**src/design/pcls_pkg.sv**
```systemverilog
// ----------------------------------------------------------------------------
// pcls_pkg
// Shared types and constants of the pedestrian crossing light sequencer:
// configuration register indexes, reset values, lamp bit positions.
// ----------------------------------------------------------------------------
package pcls_pkg;

    localparam int unsigned DurW     = 16;
    localparam int unsigned BeepW    = 4;
    localparam int unsigned CfgIdxW  = 3;
    localparam int unsigned CfgDataW = 16;
    localparam int unsigned LampW    = 6;
    localparam int unsigned PhaseW   = 4;

    // configuration register indexes
    typedef enum logic [CfgIdxW-1:0] {
        REG_GREEN     = 3'd0,
        REG_YELLOW    = 3'd1,
        REG_RED       = 3'd2,
        REG_WALK      = 3'd3,
        REG_BEEP_HALF = 3'd4,
        REG_BEEP_CNT  = 3'd5,
        REG_CLEAR     = 3'd6,
        REG_DEBOUNCE  = 3'd7
    } cfg_idx_t;

    // reset values
    localparam logic [DurW-1:0]  GreenRst    = 16'd5000;
    localparam logic [DurW-1:0]  YellowRst   = 16'd2000;
    localparam logic [DurW-1:0]  RedRst      = 16'd3000;
    localparam logic [DurW-1:0]  WalkRst     = 16'd4000;
    localparam logic [DurW-1:0]  BeepHalfRst = 16'd200;
    localparam logic [BeepW-1:0] BeepCntRst  = 4'd4;
    localparam logic [DurW-1:0]  ClearRst    = 16'd1000;
    localparam logic [DurW-1:0]  DebounceRst = 16'd50;

    // lamp bit positions
    localparam int unsigned LampCarRed    = 0;
    localparam int unsigned LampCarYellow = 1;
    localparam int unsigned LampCarGreen  = 2;
    localparam int unsigned LampWalkRed   = 3;
    localparam int unsigned LampWalkGreen = 4;
    localparam int unsigned LampBuzzer    = 5;

    // current register set handed to the sequencer core
    typedef struct packed {
        logic [DurW-1:0]  green_ticks;
        logic [DurW-1:0]  yellow_ticks;
        logic [DurW-1:0]  red_ticks;
        logic [DurW-1:0]  walk_ticks;
        logic [DurW-1:0]  beep_half_ticks;
        logic [BeepW-1:0] beep_total;
        logic [DurW-1:0]  clear_ticks;
        logic [DurW-1:0]  debounce_ticks;
    } cfg_t;

endpackage

```
**src/design/pcls_cfg.sv**
```systemverilog
// ----------------------------------------------------------------------------
// pcls_cfg
// Configuration register file: plain indexed write port, no read-back.
// ----------------------------------------------------------------------------
module pcls_cfg (
    input  logic                           aclk,
    input  logic                           aresetn,
    input  logic                           cfg_wr_en,
    input  logic [pcls_pkg::CfgIdxW-1:0]   cfg_index,
    input  logic [pcls_pkg::CfgDataW-1:0]  cfg_wdata,
    output pcls_pkg::cfg_t                 cfg
);
    import pcls_pkg::*;

    cfg_t cfg_reg;
    cfg_t cfg_next;

    // decode the write
    always_comb begin
        cfg_next = cfg_reg;
        if (cfg_wr_en) begin
            case (cfg_idx_t'(cfg_index))
                REG_GREEN:     cfg_next.green_ticks     = cfg_wdata;
                REG_YELLOW:    cfg_next.yellow_ticks    = cfg_wdata;
                REG_RED:       cfg_next.red_ticks       = cfg_wdata;
                REG_WALK:      cfg_next.walk_ticks      = cfg_wdata;
                REG_BEEP_HALF: cfg_next.beep_half_ticks = cfg_wdata;
                REG_BEEP_CNT:  cfg_next.beep_total      = cfg_wdata[BeepW-1:0];
                REG_CLEAR:     cfg_next.clear_ticks     = cfg_wdata;
                REG_DEBOUNCE:  cfg_next.debounce_ticks  = cfg_wdata;
                default:       cfg_next = cfg_reg;
            endcase
        end
    end

    // register set with reset values
    always_ff @(posedge aclk) begin
        if (!aresetn) begin
            cfg_reg.green_ticks     <= GreenRst;
            cfg_reg.yellow_ticks    <= YellowRst;
            cfg_reg.red_ticks       <= RedRst;
            cfg_reg.walk_ticks      <= WalkRst;
            cfg_reg.beep_half_ticks <= BeepHalfRst;
            cfg_reg.beep_total      <= BeepCntRst;
            cfg_reg.clear_ticks     <= ClearRst;
            cfg_reg.debounce_ticks  <= DebounceRst;
        end else begin
            cfg_reg <= cfg_next;
        end
    end

    assign cfg = cfg_reg;

endmodule

```
**src/design/pcls_core.sv**
```systemverilog
// ----------------------------------------------------------------------------
// pcls_core
// Phase sequencer: one tick item per cycle (while the result register is free or draining) updates phase, tick
// counter, beep count and lamp levels; the levels before the update go to a result register.
// ----------------------------------------------------------------------------
module pcls_core (
    input  logic                          aclk,
    input  logic                          aresetn,
    input  pcls_pkg::cfg_t                cfg,
    input  logic                          s_valid,
    output logic                          s_ready,
    input  logic                          s_button_level,
    output logic                          m_valid,
    input  logic                          m_ready,
    output logic [pcls_pkg::LampW-1:0]    m_lamps,
    output logic [pcls_pkg::PhaseW-1:0]   m_phase_now
);
    import pcls_pkg::*;

    typedef enum logic [PhaseW-1:0] {
        PH_DECIDE   = 4'd0,
        PH_DEBOUNCE = 4'd1,
        PH_GREEN    = 4'd2,
        PH_YELLOW   = 4'd3,
        PH_RED      = 4'd4,
        PH_WALK     = 4'd5,
        PH_BEEP_ON  = 4'd6,
        PH_BEEP_OFF = 4'd7,
        PH_CLEAR    = 4'd8
    } phase_t;

    phase_t              phase_reg, phase_next;
    logic [DurW-1:0]     tick_reg, tick_next;
    logic [BeepW-1:0]    beeps_reg, beeps_next;
    logic [LampW-1:0]    lamps_reg, lamps_next;
    logic                m_valid_reg;
    logic [LampW-1:0]    out_lamps_reg;
    logic [PhaseW-1:0]   out_phase_reg;

    logic                s_fire;
    logic [DurW-1:0]     dur;
    logic [DurW:0]       tick_inc;
    logic                done;
    logic [BeepW-1:0]    beeps_inc;

    // a new item enters whenever the result register is free or draining
    assign s_ready = !m_valid_reg || m_ready;
    assign s_fire  = s_valid && s_ready;

    // duration of the current phase
    always_comb begin
        case (phase_reg)
            PH_DEBOUNCE: dur = cfg.debounce_ticks;
            PH_GREEN:    dur = cfg.green_ticks;
            PH_YELLOW:   dur = cfg.yellow_ticks;
            PH_RED:      dur = cfg.red_ticks;
            PH_WALK:     dur = cfg.walk_ticks;
            PH_BEEP_ON:  dur = cfg.beep_half_ticks;
            PH_BEEP_OFF: dur = cfg.beep_half_ticks;
            PH_CLEAR:    dur = cfg.clear_ticks;
            default:     dur = {{(DurW-1){1'b0}}, 1'b1};
        endcase
    end

    assign tick_inc  = {1'b0, tick_reg} + {{DurW{1'b0}}, 1'b1};
    assign done      = tick_inc >= {1'b0, dur};
    assign beeps_inc = beeps_reg + {{(BeepW-1){1'b0}}, 1'b1};

    // phase transitions and lamp updates
    always_comb begin
        phase_next = phase_reg;
        tick_next  = tick_inc[DurW-1:0];
        beeps_next = beeps_reg;
        lamps_next = lamps_reg;
        if (done) begin
            tick_next = '0;
            case (phase_reg)
                PH_DECIDE, PH_DEBOUNCE, PH_CLEAR: begin
                    if (phase_reg != PH_CLEAR && s_button_level) begin
                        if (phase_reg == PH_DECIDE) begin
                            phase_next = PH_DEBOUNCE;
                        end else begin
                            // walk: cars red, walkers green
                            lamps_next[LampCarGreen]  = 1'b0;
                            lamps_next[LampCarYellow] = 1'b0;
                            lamps_next[LampWalkRed]   = 1'b0;
                            lamps_next[LampCarRed]    = 1'b1;
                            lamps_next[LampWalkGreen] = 1'b1;
                            phase_next = PH_WALK;
                        end
                    end else begin
                        // vehicle green
                        lamps_next[LampWalkRed]  = 1'b1;
                        lamps_next[LampCarGreen] = 1'b1;
                        lamps_next[LampCarRed]   = 1'b0;
                        phase_next = PH_GREEN;
                    end
                end
                PH_GREEN: begin
                    lamps_next[LampCarGreen]  = 1'b0;
                    lamps_next[LampCarYellow] = 1'b1;
                    phase_next = PH_YELLOW;
                end
                PH_YELLOW: begin
                    lamps_next[LampCarYellow] = 1'b0;
                    lamps_next[LampCarRed]    = 1'b1;
                    phase_next = PH_RED;
                end
                PH_RED: begin
                    phase_next = PH_DECIDE;
                end
                PH_WALK, PH_BEEP_OFF: begin
                    if (phase_reg == PH_WALK) begin
                        beeps_next = '0;
                    end else begin
                        beeps_next = beeps_inc;
                    end
                    if (beeps_next >= cfg.beep_total) begin
                        // pedestrian clearance
                        lamps_next[LampWalkGreen] = 1'b0;
                        lamps_next[LampWalkRed]   = 1'b1;
                        phase_next = PH_CLEAR;
                    end else begin
                        lamps_next[LampBuzzer] = 1'b1;
                        phase_next = PH_BEEP_ON;
                    end
                end
                PH_BEEP_ON: begin
                    lamps_next[LampBuzzer] = 1'b0;
                    phase_next = PH_BEEP_OFF;
                end
                default: begin
                    phase_next = PH_DECIDE;
                end
            endcase
        end
    end

    // sequencer state and result register
    always_ff @(posedge aclk) begin
        if (!aresetn) begin
            phase_reg   <= PH_DECIDE;
            tick_reg    <= '0;
            beeps_reg   <= '0;
            lamps_reg   <= '0;
            m_valid_reg <= 1'b0;
        end else begin
            if (s_fire) begin
                phase_reg   <= phase_next;
                tick_reg    <= tick_next;
                beeps_reg   <= beeps_next;
                lamps_reg   <= lamps_next;
                m_valid_reg <= 1'b1;
            end else if (m_ready) begin
                m_valid_reg <= 1'b0;
            end
        end
    end

    // result payload: levels as they stood during the tick
    always_ff @(posedge aclk) begin
        if (s_fire) begin
            out_lamps_reg <= lamps_reg;
            out_phase_reg <= phase_reg;
        end
    end

    assign m_valid     = m_valid_reg;
    assign m_lamps     = out_lamps_reg;
    assign m_phase_now = out_phase_reg;

endmodule

```
**src/design/pedestrian_crossing_light_sequencer_unit.sv**
```systemverilog
// The result of a tick item is registered: it is valid in the cycle after the item is accepted.
// Throughput: one tick item per cycle while no result waits; the phase update is a single combinational step.
// A waiting result holds off the input; the next item enters in the cycle it drains.
// Reset (aresetn low, synchronous): phase decide, counters and lamps cleared,
// configuration registers back to their reset values.
// ----------------------------------------------------------------------------
// pedestrian_crossing_light_sequencer_unit
// Top level: configuration registers and the phase sequencer core.
// ----------------------------------------------------------------------------
module pedestrian_crossing_light_sequencer_unit (
    input  logic                           aclk,
    input  logic                           aresetn,
    input  logic                           cfg_wr_en,
    input  logic [pcls_pkg::CfgIdxW-1:0]   cfg_index,
    input  logic [pcls_pkg::CfgDataW-1:0]  cfg_wdata,
    input  logic                           s_valid,
    output logic                           s_ready,
    input  logic                           s_button_level,
    output logic                           m_valid,
    input  logic                           m_ready,
    output logic                           m_car_red,
    output logic                           m_car_yellow,
    output logic                           m_car_green,
    output logic                           m_walker_red,
    output logic                           m_walker_green,
    output logic                           m_buzzer_on,
    output logic [pcls_pkg::PhaseW-1:0]    m_phase_now
);
    import pcls_pkg::*;

    cfg_t             cfg;
    logic [LampW-1:0] lamps;

    // register file
    pcls_cfg u_cfg (
        .aclk      (aclk),
        .aresetn   (aresetn),
        .cfg_wr_en (cfg_wr_en),
        .cfg_index (cfg_index),
        .cfg_wdata (cfg_wdata),
        .cfg       (cfg)
    );

    // phase sequencer
    pcls_core u_core (
        .aclk           (aclk),
        .aresetn        (aresetn),
        .cfg            (cfg),
        .s_valid        (s_valid),
        .s_ready        (s_ready),
        .s_button_level (s_button_level),
        .m_valid        (m_valid),
        .m_ready        (m_ready),
        .m_lamps        (lamps),
        .m_phase_now    (m_phase_now)
    );

    // split the lamp vector onto the result ports
    assign m_car_red      = lamps[LampCarRed];
    assign m_car_yellow   = lamps[LampCarYellow];
    assign m_car_green    = lamps[LampCarGreen];
    assign m_walker_red   = lamps[LampWalkRed];
    assign m_walker_green = lamps[LampWalkGreen];
    assign m_buzzer_on    = lamps[LampBuzzer];

endmodule

```
**config.mk**
```make
export PLATFORM = sky130hd
export DESIGN_NAME = pedestrian_crossing_light_sequencer_unit
export DESIGN_NICKNAME = d
export VERILOG_FILES = /design/src/design/pcls_pkg.sv /design/src/design/pcls_cfg.sv /design/src/design/pcls_core.sv /design/src/design/pedestrian_crossing_light_sequencer_unit.sv
export SDC_FILE = /design/constraint.sdc
export NUM_CORES = 1
export LEC_CHECK = 0
export BUFFER_PORTS_ARGS = -buffer_cell sky130_fd_sc_hd__buf_2
export CAP_MARGIN = 20
export CORE_AREA = 2 2 139 100
export CTS_CLUSTER_DIAMETER = 40
export DETAILED_ROUTE_END_ITERATION = 12
export DIE_AREA = 0 0 141 102
export HOLD_SLACK_MARGIN = 0.06
export PLACE_DENSITY = 0.74
export SYNTH_ARGS = -nofsm -noshare
export SYNTH_HDL_FRONTEND = slang
export SYNTH_SLANG_ARGS = --single-unit
```
**constraint.sdc**
```tcl
create_clock -name aclk -period 8.46 [get_ports aclk]
set_input_delay 1.692 -clock aclk [delete_from_list [all_inputs] [get_ports aclk]]
set_output_delay 1.692 -clock aclk [all_outputs]
set_load 0.03 [all_outputs]
```
## Yosys cells after proc, flatten, opt, wreduce, memory -nomap -nowiden

Index checks and enable logic that the tools add are counted.

| operators by class | value |
|---|---|
| add/subtract/negate cells | 2 |
| magnitude comparators | 2 |
| eq/ne operators | 21 |
| muxes and demuxes | 23 |
| reductions and logical operators | 31 |

Operator list:

| kind | count |
|---|---|
| $pmux W16 S7 | 1 |
| $pmux W4 S5 | 1 |
| $reduce_and A2 Y1 | 9 |
| $add A16 B1 Y17 const B | 1 |
| $ge A17 B16 Y1 | 1 |
| $eq A4 B3 Y1 const B | 4 |
| $mux W16 | 1 |
| $mux W4 | 4 |
| $eq A3 B3 Y1 const B | 4 |
| $reduce_and A4 Y1 | 3 |
| $reduce_and A5 Y1 | 2 |
| $reduce_bool A2 Y1 | 5 |
| $eq A4 B2 Y1 const B | 2 |
| $eq A3 B2 Y1 const B | 2 |
| $mux W1 | 6 |
| $mux W3 | 2 |
| $pmux W1 S2 | 3 |
| $reduce_and A6 Y1 | 1 |
| $mux W5 | 1 |
| $add A4 B1 Y4 const B | 1 |
| $eq A4 B1 Y1 const B | 1 |
| $eq A4 B4 Y1 const B | 1 |
| $ge A4 B4 Y1 | 1 |
| $logic_not A4 Y1 | 1 |
| 16 further kinds | 21 |

| storage, ports and cells | value |
|---|---|
| flip-flop bits (word level) | 157 |
| input bits | 25 |
| word-level logic and storage cells | 99 |

## Logic depth before layout (Yosys ltp)

Gate-level depths: netlist (run 1).

| logic depth | value |
|---|---|
| word-level depth | 8 |
| gate-level depth with buffers | 16 |

## By module

From an unflattened synthesis (run 1), not the netlist that was laid out.

| unflattened totals | value |
|---|---|
| cells, all modules | 796 |
| area total of the unflattened synthesis | 7,505.9 µm² |

Modules (own cells, without submodules):

| module | times used | cells an instance | area an instance (µm²) | sequential area each (µm²) |
|---|---|---|---|---|
| pcls_cfg | 1 | 419 | 4,414.2 | 2,322.2 |
| pcls_core | 1 | 377 | 3,091.7 | 920.9 |

## Worst setup path before layout (run 1)

Ideal clock, no wire load.

| path | value |
|---|---|
| kind | input to output |
| from | input m_ready |
| to | output s_ready |
| arrival | 1,990 ps |
| path slack | 4,778 ps |
| stages | 1 |
| path buffers | 0 |
| cell sequence | nand2b_1 |

| between the ends | value |
|---|---|
| longest elaborated chain between the ends | 1 |

Ends and longest elaborated chain:

| element | line | text |
|---|---|---|
| start, declared | pedestrian_crossing_light_sequencer_unit.sv:20 | `input logic m_ready,` |
| $logic_or A1 B1 Y1 | pcls_core.sv:47 | `assign s_ready = !m_valid_reg \|\| m_ready;` |
| end, declared | pedestrian_crossing_light_sequencer_unit.sv:17 | `output logic s_ready,` |

No other way between the ends.

## Worst setup path after layout (run 1)

| path | value |
|---|---|
| from | register u_core.phase_reg[1] |
| to | register u_core.tick_reg[4] |

| between the ends | value |
|---|---|
| longest elaborated chain between the ends | 5 |
| elaborated cells on any way between the ends | 12 |
| classes of those cells | order compare (1); eq/ne (8); mux (2); reduce/logical (1) |

Ends and longest elaborated chain:

| element | line | text |
|---|---|---|
| start, declared | pcls_core.sv:32 | `phase_t phase_reg, phase_next;` |
| start signal, assigned | pcls_core.sv:149 | `phase_reg <= phase_next;` |
| $eq A4 B3 Y1 | pcls_core.sv:52 | `case (phase_reg)` |
| $reduce_or A2 Y1 (no source line) | -- |  |
| $pmux W16 S7 (*) | pcls_core.sv:52 |  |
| $ge A17 B16 Y1 (*) | pcls_core.sv:66 | `assign done = tick_inc >= {1'b0, dur};` |
| $mux W16 (*) | pcls_core.sv:75 | `if (done) begin` |
| end signal, assigned | pcls_core.sv:150 | `tick_reg <= tick_next;` |
| end, declared | pcls_core.sv:33 | `logic [DurW-1:0] tick_reg, tick_next;` |

Mark *: on every way between the ends. The rest lies on a longest branch, timed or not.
A chain may end at the register's enable or synchronous reset.

==> out/metrics.cfg, run 1 <==
[clock_tree]
hold_buffers=0
cts_setup_buffers=0
cts_buffer_depth=2
tritoncts=yes
cts_root_buffer=clkbuf_16
htreeDepth=4
clock_latency_ns=0.42
cts_made_buffers=17
post_cts_resize_count=0
cts.reportedPaths.clkPinSlew_ns=0.06
cts_sinks=157

[finish]
final_cell_mix=nand2_1, dfxtp_1, a21oi_1
fillers=1125
ff_latch_area_um2=3243
multiInputGateArea_um2=3824
area_delta_synth_final_pct=11.91
drive_gt1_share_pct=10.18
antenna_cells=0
final_nets=977
fin_cells=1109
final_common_cell=nand2_1
largest_reg_flops=116

[detailed_routing]
viasPerCell=5.965
drtIter0Drc=629
wl_per_cell_um=18.06
drc=0
vias=6615
dr.pass1.iters=8
drt-total-wl_um=20030
drtAntennaViolNets=0

[logic_synthesis]
synth_edf_count=10
synthFlopType=dfxtp_1
ys_ff_latch=157
yosysUniqueCellTypes=56
syn_area_per_cell_um2=7.947
synth_nets=968
syn_inst=921
netlist_area_um2=7320
synth_seq_area_share_pct=44.31
ys_warn_count=0
async_flop_share_pct=0

[global_route]
grt_pass1_vias=6118
grt_max_degree=99
antenna_found_initial=0
overflow=0
grt_pass1_wl_um=32770
grt_usage_pct=28.99

[floorplan]
die_w_um=141
die_h_um=102
core_area_um2=13010
die_area_um2=14380
rows=35
start_util_pct=56.28
io_pins=37

[sta]
fin_setup_tns_ns=0
relSlewSlack_pct=25.69
rsz0062_at_grt=false
max_freq_ghz=0.2503
skew_ns=0.01221
finalHoldViolations=0
drv_slew=0
setup_viol=0
period_share_pct=47.22
tightest_slew_ns=1.115
fin_crit_ns=3.995

[power]
leakagePower_nw=3.259
p_per_area_nw_per_um2=254.9
vdd_ir_drop_max_mv=0.1422

[place]
dp_hpwl_um=13010
dp.cells=1077
portBuffers=36
place.gp.congestion=0.8269

[critical_path]
rr_startpoint=u_core.phase_reg[1]$_SDFFE_PN0P_
reg2reg_setup_slack_ns=4.46
r2r_cells=13
r2r_end=u_core.tick_reg[4]$_SDFFE_PN0P_
start_kind=flop
end_kind=flop
path_class=flop to flop
cp_max_fo=28
arrival_ns=4.33
cp.required_ns=8.79

[min_path]
hold_start=u_core.lamps_reg[2]$_SDFFE_PN0P_
min_to=u_core.m_lamps[2]$_DFFE_PP_
hp-class=flop to flop
hold_path_depth=0

[status]
status=finished, final reports clean

[flow_run]
maxCapViolations=0

-- power by group --
group          switching (mW)  internal (mW)
Clock                   0.316          0.466
Combinational           0.314          0.160
Sequential             0.0432          0.789
Total                   0.673           1.41
-- synth_stat cells, types with 3 or more instances --
master	n	area, µm²
a22oi_1	12	90.09
nor3_1	25	125.1
a211oi_1	18	135.1
nand2b_1	5	31.28
o21ai_0	12	60.06
nand3_1	55	275.3
nor4_1	3	18.77
buf_2	6	30.03
nand2_1	298	1119
mux2i_1	14	140.1
nor2_1	35	131.4
xnor2_1	14	122.6
xor2_1	16	140.1
and3_1	3	18.77
a221o_1	5	50.05
nor2b_1	5	31.28
a21o_1	3	22.52
clkbuf_1	49	183.9
inv_1	8	30.03
and2_1	3	18.77
edfxtp_1	10	300.3
dfxtp_1	147	2943
ha_1	22	275.3
a221oi_1	3	26.28
buf_1	3	11.26
o221a_1	5	56.30
nand4_1	4	25.02
a21oi_1	93	465.5
a222oi_1	13	130.1
-- final cells by class --
cell class,count,area share [%]
Multi-Input combinational cell,695,46.68
Sequential cell,157,39.59
Clock buffer,19,5.285
Timing Repair Buffer,50,3.483
Tap cell,166,2.536
Clock inverter,13,2.016
Inverter,9,0.4124
-- routing by layer --
metal / up-vias / wire [µm] / GRT usage [%]
li1: 3212 / - / -
met1: 3131 / 9620 / 43.29
met2: 243 / 8653 / 43.56
met3: 29 / 1432 / 4.405
met4: 0 / 323 / 8.769
met5: - / 0 / 0
-- critical path, cell delays in order (launching register included) --
cell and delay, ns:
dfxtp_1 0.61, buf_4 0.41, nor4_2 0.09, buf_4 0.24
a222oi_1 0.36, nand2_1 0.17, a211oi_1 0.34, ha_1 0.32
a21oi_1 0.21, o21ai_0 0.12, nand2b_1 0.09, and3_1 0.47
a21oi_4 0.23, nor3_1 0.23
-- worst max-delay path by stage --
| stage | slack [ns] | start | end | cells after the start |
|---|---|---|---|---|
| floorplan | 4.78 | m_ready | s_ready | 1 |
| global placement | 4.55 | m_ready | u_core.lamps_reg[4]$_SDFFE_PN0P_ | 6 |
| detailed placement | 4.46 | m_ready | u_core.lamps_reg[4]$_SDFFE_PN0P_ | 6 |
| CTS | 4.51 | u_core.phase_reg[1]$_SDFFE_PN0P_ | u_core.lamps_reg[4]$_SDFFE_PN0P_ | 12 |
| global route | 4.23 | u_core.phase_reg[1]$_SDFFE_PN0P_ | u_core.tick_reg[4]$_SDFFE_PN0P_ | 13 |
| finish | 4.46 | u_core.phase_reg[1]$_SDFFE_PN0P_ | u_core.tick_reg[4]$_SDFFE_PN0P_ | 13 |
-- per-stage QoR --
stage | hold slack [ns] | setup WS, ns | utilization (%) | total power [mW] | cell area (µm²)
2_1_floorplan | 0.4029 | 4.778 | - | 1.190 | 7320
3_3_place_gp | 0.4145 | 4.550 | 58.38 | 1.304 | 7594
3_5_place_dp | 0.4208 | 4.459 | 58.38 | 1.313 | 7594
4_1_cts | 0.4351 | 4.512 | 62.98 | 2.088 | 8192
5_1_grt | 0.4446 | 4.229 | 62.98 | 2.180 | 8192
6_report | 0.4343 | 4.465 | 62.98 | 2.088 | 8192
-- cells by family (layout without fill, tap and decap cells) --
logic type / Yosys count / after routing / share of synthesized area, %
xor+xnor: 30 / 30 / 3.590
flops: 157 / 157 / 44.31
simple gates: 448 / 448 / 26.17
mux: 14 / 14 / 1.914
compound gates: 181 / 181 / 16.50
buf+inv: 69 / 91 / 3.761
fa+ha+maj: 22 / 22 / 3.761
Power figures use the tool's default switching activity.
==> inputs of run 2 (changes only) <==
- CORE_AREA: 2 2 139 100 -> 2 2 141 102
- DIE_AREA: 0 0 141 102 -> 0 0 143 104
- PLACE_DENSITY: 0.74 -> 0.75
- clock period: 8.46 -> 3.4 ns (I/O delays scaled with it)
==> run 2 against run 1 <==
Against the previous run:
- clock power grew to 2.6 times the previous value
- worst setup slack got worse by 4.3 ns
- combinational power rose to 3.4 times the previous value
- sequential share of layout area fell by 2.0 points
- total power grew to 2.7 times the previous value
- non-clock buffer count up 34
- largest cell class unchanged
==> out/metrics.cfg, run 2 (synthesis gave the netlist of run 1 again) <==
[clock_tree]
cts_made_buffers=17  ; unchanged
hold_buffers=0  ; unchanged
htreeDepth=4  ; unchanged
cts_root_buffer=clkbuf_16
cts.reportedPaths.clkPinSlew_ns=0.06  ; about the same
cts_buffer_depth=2  ; unchanged
clock_latency_ns=0.42  ; about the same
tritoncts=yes
cts_sinks=157  ; unchanged

[finish]
fin_cells=1167  ; +5.2%
drive_gt1_share_pct=14.74  ; +4.6 points
antenna_cells=0  ; unchanged
final_common_cell=nand2_1
area_delta_synth_final_pct=18.07
final_cell_mix=nand2_1, dfxtp_1, a21oi_1
largest_reg_flops=116  ; unchanged
final_nets=1011  ; +3.5%

[global_route]
grt_use_met3_pct=5.479  ; +1.1 points
grt_usage_pct=28.47  ; -0.53 points
busiest_layer=met2
use_met1_pct=41.28  ; -2.0 points
overflow=0  ; unchanged
grt_max_degree=58  ; -41%
grt_pass1_vias=6454  ; +5.5%
grt_pass1_wl_um=33570  ; +2.4%
antenna_found_initial=0  ; unchanged
groute.layer.met2.usage_pct=43.10  ; -0.47 points

[floorplan]
die_w_um=143  ; +1.4%
core_area_um2=13560  ; +4.2%
start_util_pct=53.99  ; -2.3 points
die_h_um=104  ; +2.0%
die_area_um2=14870  ; +3.4%
rows=36  ; +2.9%
io_pins=37  ; unchanged

[sta]
fin_crit_ns=3.272  ; -0.7231 ns
max_freq_ghz=0.3056  ; +22%
tightest_slew_ns=0.9348  ; -0.1799 ns
setup_viol=0  ; unchanged
relSlewSlack_pct=37.50  ; +12 points
period_share_pct=96.24  ; +49 points
finalHoldViolations=0  ; unchanged
hold_ws_ns=0.4426  ; +0.008296 ns
skew_ns=0.007609  ; -0.004599 ns
drv_slew=0  ; unchanged

[power]
p_per_area_nw_per_um2=658.1  ; +160%
power_mw=5.688  ; +170%
leakagePower_nw=3.477  ; +6.7%
vdd_ir_drop_max_mv=0.4106  ; +190%

[min_path]
hold_path_depth=0  ; unchanged
hold_start=u_core.lamps_reg[2]$_SDFFE_PN0P_
min_to=u_core.m_lamps[2]$_DFFE_PP_
hp-class=flop to flop

[critical_path]
r2r_cells=15  ; +2
cp_max_fo=15  ; -46%
path_class=flop to flop
end_kind=flop
cp.required_ns=3.75  ; -5.04 ns
arrival_ns=3.63  ; -0.70 ns
r2r_end=u_core.beeps_reg[3]$_SDFFE_PN0P_
reg2reg_setup_slack_ns=0.13  ; -4.34 ns
start_kind=flop
rr_startpoint=u_core.phase_reg[3]$_SDFFE_PN0P_

[detailed_routing]
wl_per_cell_um=18.00  ; -0.35%
viasPerCell=5.897  ; -1.1%
drc=0  ; unchanged
drt-total-wl_um=21000  ; +4.9%
drtIter0Drc=745  ; +18%
vias=6882  ; +4.0%
drtAntennaViolNets=0  ; unchanged
dr.pass1.iters=9  ; +1

[place]
portBuffers=36  ; unchanged
place.gp.congestion=0.8470  ; +2.4%
dp_hpwl_um=13450  ; +3.5%
dp.cells=1124  ; +4.4%

[flow_run]
maxCapViolations=0  ; unchanged

[status]
status=finished, final reports clean

[run 2: worst max-delay path by stage]
stage	from	end	slack (ns)
after CTS	u_core.phase_reg[0]$_SDFFE_PN0P_	u_core.tick_reg[15]$_SDFFE_PN0P_	0.002
after global routing	u_core.phase_reg[3]$_SDFFE_PN0P_	u_core.beeps_reg[2]$_SDFFE_PN0P_	-0.05
after detailed placement	u_core.phase_reg[0]$_SDFFE_PN0P_	u_core.beeps_reg[3]$_SDFFE_PN0P_	0.03
after global placement	u_core.phase_reg[0]$_SDFFE_PN0P_	u_core.beeps_reg[2]$_SDFFE_PN0P_	0.14
final	u_core.phase_reg[3]$_SDFFE_PN0P_	u_core.beeps_reg[3]$_SDFFE_PN0P_	0.13
after floorplan	u_core.phase_reg[3]$_SDFFE_PN0P_	u_core.lamps_reg[4]$_SDFFE_PN0P_	0.05
[run 2: worst max-delay path, cell delays in order, from the launching register on]
cell,delay [ns]
dfxtp_2,0.41
buf_4,0.23
inv_1,0.10
buf_4,0.17
nand2_1,0.08
o31ai_1,0.07
a21oi_1,0.15
nand3b_1,0.15
ha_1,0.23
nand2b_1,0.19
a2111oi_2,0.43
nor3_2,0.13
o21a_1,0.23
o211ai_2,0.23
buf_4,0.20
mux2i_1,0.18
[run 2: per-stage QoR]
stage	utilization [%]	area (µm²)	worst slack, ns	TNS [ns]
6_report	63.74	8642	0.1279	0
4_1_cts	62.42	8463	0.001747	0
3_5_place_dp	57.78	7834	0.03165	0
3_3_place_gp	57.78	7834	0.1392	0
2_1_floorplan	-	7320	0.05274	0
5_1_grt	63.74	8642	-0.05172	-0.2330
[run 2: power by group]
part / switching (mW) / internal [mW] / total, mW
Sequential: 0.0689 / 1.96 / 2.03
Clock: 0.772 / 1.26 / 2.03
Combinational: 0.940 / 0.680 / 1.62
Total: 1.78 / 3.91 / 5.69
[run 2: area by class of cell]
| cell class | instances | area (µm²) |
|---|---|---|
| fill | 1166 | 4916 |
| multi-input combinational | 695 | 3887 |
| sequential | 157 | 3251 |
| timing repair buffer | 84 | 603.1 |
| clock buffer | 24 | 503.0 |
| tap | 190 | 237.7 |
| clock inverter | 8 | 126.4 |
| inverter | 9 | 33.78 |
[run 2: what timing repair did]
item                       in CTS  in global routing
setup endpoints to repair       0                 30
buffers inserted                0                 11
gates resized for setup         0                 23
[run 2: metal layers]
layer  vias to the layer above  share of wire [%]  wire length, µm
met4                         0                1.9              400
met3                        40                8.2             1712
met1                      3251                 45             9433
met2                       318                 45             9457
li1                       3273                  -                -
met5                         -                  0                0
